File: src/rtl/core/okpm_pkg.sv
// ---------------------------------------------------------------------------
// okpm_pkg
// Shared types and constants for the order-key partition mapper.
// ---------------------------------------------------------------------------
package okpm_pkg;

    // request kinds on the input stream (tuser)
    typedef enum logic
    {
        CMD_MAP   = 1'b0,
        CMD_WRITE = 1'b1
    } cmd_t;

    // configuration register indexes
    typedef enum logic
    {
        CFG_ROWS_PER_BUCKET = 1'b0,
        CFG_BUCKET_COUNT    = 1'b1
    } cfg_idx_t;

    localparam int KEY_W    = 63;
    localparam int ROW_W    = 61;
    localparam int DIV_W    = 32;
    localparam int COUNT_W  = 9;
    localparam int IDX_W    = 8;
    localparam int PART_W   = 16;
    localparam int QUOT_W   = COUNT_W;
    localparam int REM_W    = QUOT_W + DIV_W;
    localparam int S_DATA_W = 88;

    // input tdata field offsets
    localparam int KEY_LSB  = 0;
    localparam int NULL_BIT = KEY_LSB + KEY_W;
    localparam int IDX_LSB  = NULL_BIT + 1;
    localparam int PART_LSB = IDX_LSB + IDX_W;

    // payload carried through the divide stages
    typedef struct packed
    {
        logic                is_write;
        logic                zero_out;
        logic                ovf;
        logic                clamp;
        logic [REM_W-1:0]    rem;
        logic [QUOT_W-1:0]   quot;
        logic [IDX_W-1:0]    idx;
        logic [PART_W-1:0]   part;
    } pipe_t;

endpackage

File: src/rtl/core/okpm_div_stage.sv
// ---------------------------------------------------------------------------
// okpm_div_stage
// One restoring-divide step: resolves quotient bit BIT and registers it.
// ---------------------------------------------------------------------------
module okpm_div_stage
    import okpm_pkg::*;
#(
    parameter int BIT = 0
)
(
    input  logic             clk,
    input  logic             rst_n,
    input  logic             en,
    input  logic [DIV_W-1:0] divisor,
    input  logic             in_valid,
    input  pipe_t            in_pipe,
    output logic             out_valid,
    output pipe_t            out_pipe
);

    logic              valid_reg;
    pipe_t             pipe_reg;
    pipe_t             pipe_next;
    logic [REM_W-1:0]  trial;
    logic              fits;

    assign trial = REM_W'(divisor) << BIT;
    assign fits  = in_pipe.rem >= trial;

    always_comb
    begin
        pipe_next = in_pipe;
        if (fits)
        begin
            pipe_next.rem       = in_pipe.rem - trial;
            pipe_next.quot[BIT] = 1'b1;
        end
    end

    always_ff @(posedge clk or negedge rst_n)
    begin
        if (!rst_n)
        begin
            valid_reg <= 1'b0;
        end
        else if (en)
        begin
            valid_reg <= in_valid;
        end
    end

    always_ff @(posedge clk)
    begin
        if (en)
        begin
            pipe_reg <= pipe_next;
        end
    end

    assign out_valid = valid_reg;
    assign out_pipe  = pipe_reg;

endmodule

File: config.mk
export PLATFORM = sky130hd
export DESIGN_NAME = okpm_div_stage
export DESIGN_NICKNAME = d
export VERILOG_FILES = /design/src/rtl/core/okpm_pkg.sv /design/src/rtl/core/okpm_div_stage.sv
export SDC_FILE = /design/constraint.sdc
export NUM_CORES = 1
export LEC_CHECK = 0
export BUFFER_PORTS_ARGS = -buffer_cell sky130_fd_sc_hd__buf_4
export CAP_MARGIN = 20
export CORE_MARGIN = 2
export CORE_UTILIZATION = 50
export DETAILED_ROUTE_END_ITERATION = 8
export PLACE_DENSITY_LB_ADDON = 0.25
export SLEW_MARGIN = 10
export SYNTH_ARGS = -nofsm -noshare
export SYNTH_HDL_FRONTEND = slang
export SYNTH_SLANG_ARGS = --single-unit
File: constraint.sdc
create_clock -name clk -period 1.08 [get_ports clk]
set_clock_uncertainty 0.05 [all_clocks]
set_input_delay 0.108 -clock clk [delete_from_list [all_inputs] [get_ports clk]]
set_output_delay 0.108 -clock clk [all_outputs]
set_load 0.02 [all_outputs]
==> out/metrics.cfg, run 1 <==
[cts]
cts.path.max_buffers = 2
cts.sinks = 79
root_buffer = clkbuf_8
htreeDepth = 3
cts_buffers = 9

[sta]
worstEpCategory = register data pin
grt-worst-endpoint = out_pipe[67]$_DFFE_PP_/D

[synthesis]
synth_area_um2 = 4980
synth-main-ff-cell = edfxtp_1
async_flop_share_pct = 1.27
synth_seq_cells = 79
synthMuxAreaShare_pct = 2.48
syn_inst = 482
yosysWarnings = 0
synthAdderAreaFrac_pct = 8.43
synth_nets = 629
synth.yosys.seq_area_share_pct = 47.5
avgSynthCellArea_um2 = 10.3
yosysTopAreaCellShare_pct = 47.0
synth_top_family_by_area = compound AO/OA/AOI/OAI gates
synth_enable_flop_cells = 78
synth_top_cell_by_area = edfxtp_1
synthXorXnorAreaFrac_pct = 6.33
synth_cell_type_count = 60
synth_compound_area_share_pct = 16.8
synthSimpleGateAreaFrac_pct = 13.6
synth_area_leaders = edfxtp_1, ha_1, a21oi_1

[floorplanning]
die_h_um = 104
rows = 36
boundaryPins = 193
initial_core_util_pct = 51.2
dieWidth_um = 104

[run_status]
status = aborted with a tool error
firstError = [ERROR DPL-0038] Utilization greater than 100%, impossible to legalize
stop_stage = global routing (5_1_grt)

[placed_design]
hpwl_um = 13300
dpl_cell_area_um2 = 7610
portBuffers = 192
dp_cells = 918
gp_congestion = 0.908

[grt]
grt_max_degree = 36

-- synthesized netlist by cell type (4+ instances only) --
cell and n:
or2_2 4, and3_1 4, nor2_1 38, nand4_1 10, nand2_1 32, xor2_1 12
or3_1 4, a31oi_1 5, nand3_1 12, xnor2_1 24, o21bai_1 4, edfxtp_1 78
ha_1 32, a2111oi_0 4, inv_1 41, and2_1 5, buf_2 12, a21o_1 12
a21oi_1 55, nor3_1 5, o21ai_0 19, a211oi_1 4, mux2_2 11
-- cells by family after synthesis --
logic type / after synthesis
compound gates: 130
simple gates: 134
mux: 11
fa+ha+maj: 33
xor+xnor: 36
flops: 79
buf+inv: 59
-- through the flow --
stage                     utilization [%]  setup WS [ns]
after CTS                            95.2          -1.15
after floorplan                         -          -1.32
after detailed placement             78.2          -1.76
after global placement               78.2          -1.86
-- what timing repair did --
item                                    in CTS
setup buffers                               21
pin swaps                                   43
endpoints found under the hold margin       45
hold buffers                                45
endpoints found under the setup margin      96
resized for setup                          184
gates cloned                                 0
==> inputs of run 2 (changes only) <==
--- a/config.mk
+++ b/config.mk
@@ -8,9 +8,9 @@
 export BUFFER_PORTS_ARGS = -buffer_cell sky130_fd_sc_hd__buf_4
 export CAP_MARGIN = 20
 export CORE_MARGIN = 2
-export CORE_UTILIZATION = 50
+export CORE_UTILIZATION = 40
 export DETAILED_ROUTE_END_ITERATION = 8
-export PLACE_DENSITY_LB_ADDON = 0.25
+export PLACE_DENSITY_LB_ADDON = 0.15
 export SLEW_MARGIN = 10
 export SYNTH_ARGS = -nofsm -noshare
 export SYNTH_HDL_FRONTEND = slang
==> out/metrics.cfg, run 2 <==
[run_status]
status = finished, violations left
violations = setup timing

[cts]
cts_buffers = 9  ; unchanged
cts_tree = done
cts.sinks = 79  ; unchanged
htreeDepth = 3  ; unchanged
root_buffer = clkbuf_16
cts.path.max_buffers = 2  ; unchanged
clkTransAtPathRegs_ns = 0.07
clock_latency_ns = 0.34

[sta]
fin_ws_ns = -1.19
fmax_ghz = 0.440
slew_headroom_pct = 64.5
period_needed_ns = 2.27
worst_pin_slew_ns = 0.527
hold_violations = 0
maxSlewViolCount = 0
whs_ns = 0.0240
rsz0062_at_grt = yes
min_period_over_period_pct = 210
finalSetupViolCount = 42

[floorplanning]
dieWidth_um = 116  ; +11%
dieArea_um2 = 13400
coreArea_um2 = 12100
initial_core_util_pct = 41.2  ; -10 points
boundaryPins = 193  ; unchanged
die_h_um = 116  ; +11%
rows = 40  ; +11%

[placed_design]
hpwl_um = 12400  ; -6.4%
gp_congestion = 0.873  ; -3.8%
portBuffers = 192  ; unchanged
dpl_cell_area_um2 = 7750  ; +1.8%

[route]
post_drt_wl_per_cell_um = 18.2
wl_um = 19000
drtAntennaViolNets = 0
drt_iter0_drc = 325
vias_per_cell = 5.15
first_pass_iters = 4
drc = 0
vias = 5393

[worst_hold_path]
hold_depth = 2
hp-class = primary input to flop
hold_start = in_pipe[49]
holdPathEnd = out_pipe[49]

[setup_path]
ff2ff_setup_slack_ns = 0.28
reg2reg_from = out_valid
start_kind = primary input
required_ns = 1.24
end_kind = flop
critPathMaxFanout = 9
rr_endpoint = out_valid
r2r.worst_path.cells = 1
cp.arrival_ns = 2.44
critPathKind = primary input to flop

[finish]
drive_gt1_share_pct = 58.7
largest_reg_flops = 78
area_growth_pct = 93.4
post-route-cell-area_um2 = 9640
mostFrequentLayoutCell = buf_4
fillers = 759
final_cell_mix = buf_4, edfxtp_1, dlygate4sd3_1
nets = 1022
antenna_cells = 0

[synthesis]
yosysWarnings = 0  ; unchanged
async_flop_share_pct = 1.27  ; unchanged
syn_inst = 482  ; unchanged
synth_top_cell_by_area = edfxtp_1
synth_area_leaders = edfxtp_1, ha_1, a21oi_1
avgSynthCellArea_um2 = 10.3  ; unchanged
synth_cell_type_count = 60  ; unchanged
yosysTopAreaCellShare_pct = 47.0  ; unchanged
synth_nets = 629  ; unchanged
synthTopCellsByCount = edfxtp_1, a21oi_1, inv_1
synth-main-ff-cell = edfxtp_1
synth.yosys.seq_area_share_pct = 47.5  ; unchanged
synth_seq_cells = 79  ; unchanged
synth_most_common_cell = edfxtp_1
synth_area_um2 = 4980  ; unchanged
synth_enable_flop_cells = 78  ; unchanged

[grt]
grt_first_pass_wirelength_um = 26600
grt_pass1_vias = 5422
overflow = 0
antenna_found_initial = 0
grt_max_degree = 23
grt_usage_pct = 25.7

[pwr]
p_per_area_nw_per_um2 = 1220
power.total_uw = 11800
p_leak_uw = 0.00425
irDropWorstVdd_v = 0.000615

[job]
drv_cap = 0

==> run 2: cell counts after synthesis <==
No cell type changed its count.
==> run 2: critical path: stages <==
cell and delay [ns]:
buf_4 0.12, ha_1 0.29, nand2_1 0.14, nor4_4 0.32, a31oi_2 0.14, nor3b_2 0.17
a41o_1 0.24, nor2_4 0.20, buf_12 0.18, or4b_1 0.44, nand2_1 0.08
==> run 2: layout make-up <==
cell class	count	area [um2]	share of cell area (%)
clock inverter	6	86.3	0.895
multi-input combinational	344	3180	33.0
clock buffer	9	225	2.34
inverter	41	184	1.91
sequential	79	2370	24.6
timing repair buffer	400	3390	35.1
tap	168	210	2.18
==> run 2: through the flow <==
step / setup TNS [ns] / utilization (%) / cells / setup WS, ns
final: -44.15 / 79.6 / 1047 / -1.19
after detailed placement: -65.43 / 64.0 / 962 / -1.68
after floorplan: -52.31 / - / 482 / -1.32
after CTS: -45.18 / 74.0 / 1033 / -1.16
after global routing: -48.14 / 79.6 / 1047 / -1.29
after global placement: -63.51 / 64.0 / 962 / -1.61
==> run 2: repair_timing <==
item	4_1_cts	5_1_grt
resized for setup	73	127
endpoints found under the setup margin	43	46
gates cloned	1	1
pin swaps	12	58
hold buffers	39	0
hold endpoints to repair	39	0
buffers inserted	17	17
==> run 2: routing by layer <==
metal | share of wire (%) | track usage, % | vias to the layer above
met5 | 0 | 0 | -
met4 | 2.5 | 8.89 | 0
met3 | 5.7 | 3.66 | 36
met2 | 53 | 47.0 | 211
met1 | 39 | 30.8 | 2590
li1 | - | - | 2556
==> run 2: kinds of logic after synthesis <==
group           synth area share [%]
buf+inv                         4.89
flops                           47.5
xor+xnor                        6.33
simple gates                    13.6
compound gates                  16.8
mux                             2.48
fa+ha+maj                       8.43
==> run 2: worst max-delay path by stage <==
| stage | slack, ns | cells past startpoint | startpoint | endpoint |
|---|---|---|---|---|
| 3_5_place_dp | -1.68 | 12 | in_pipe[38] | out_pipe[72] |
| 2_1_floorplan | -1.32 | 11 | divisor[20] | out_pipe[49] |
| 4_1_cts | -1.16 | 12 | divisor[20] | out_pipe[54] |
| 6_report | -1.19 | 11 | in_pipe[61] | out_pipe[72] |
| 5_1_grt | -1.29 | 12 | divisor[28] | out_pipe[72] |
| 3_3_place_gp | -1.61 | 11 | in_pipe[43] | out_pipe[54] |
==> run 2: report_power, final <==
part | switching, uW | internal, uW
Combinational | 2150 | 2370
Clock | 1310 | 2010
Sequential | 118 | 3820
Note: power is estimated with default switching activity, not from simulation.
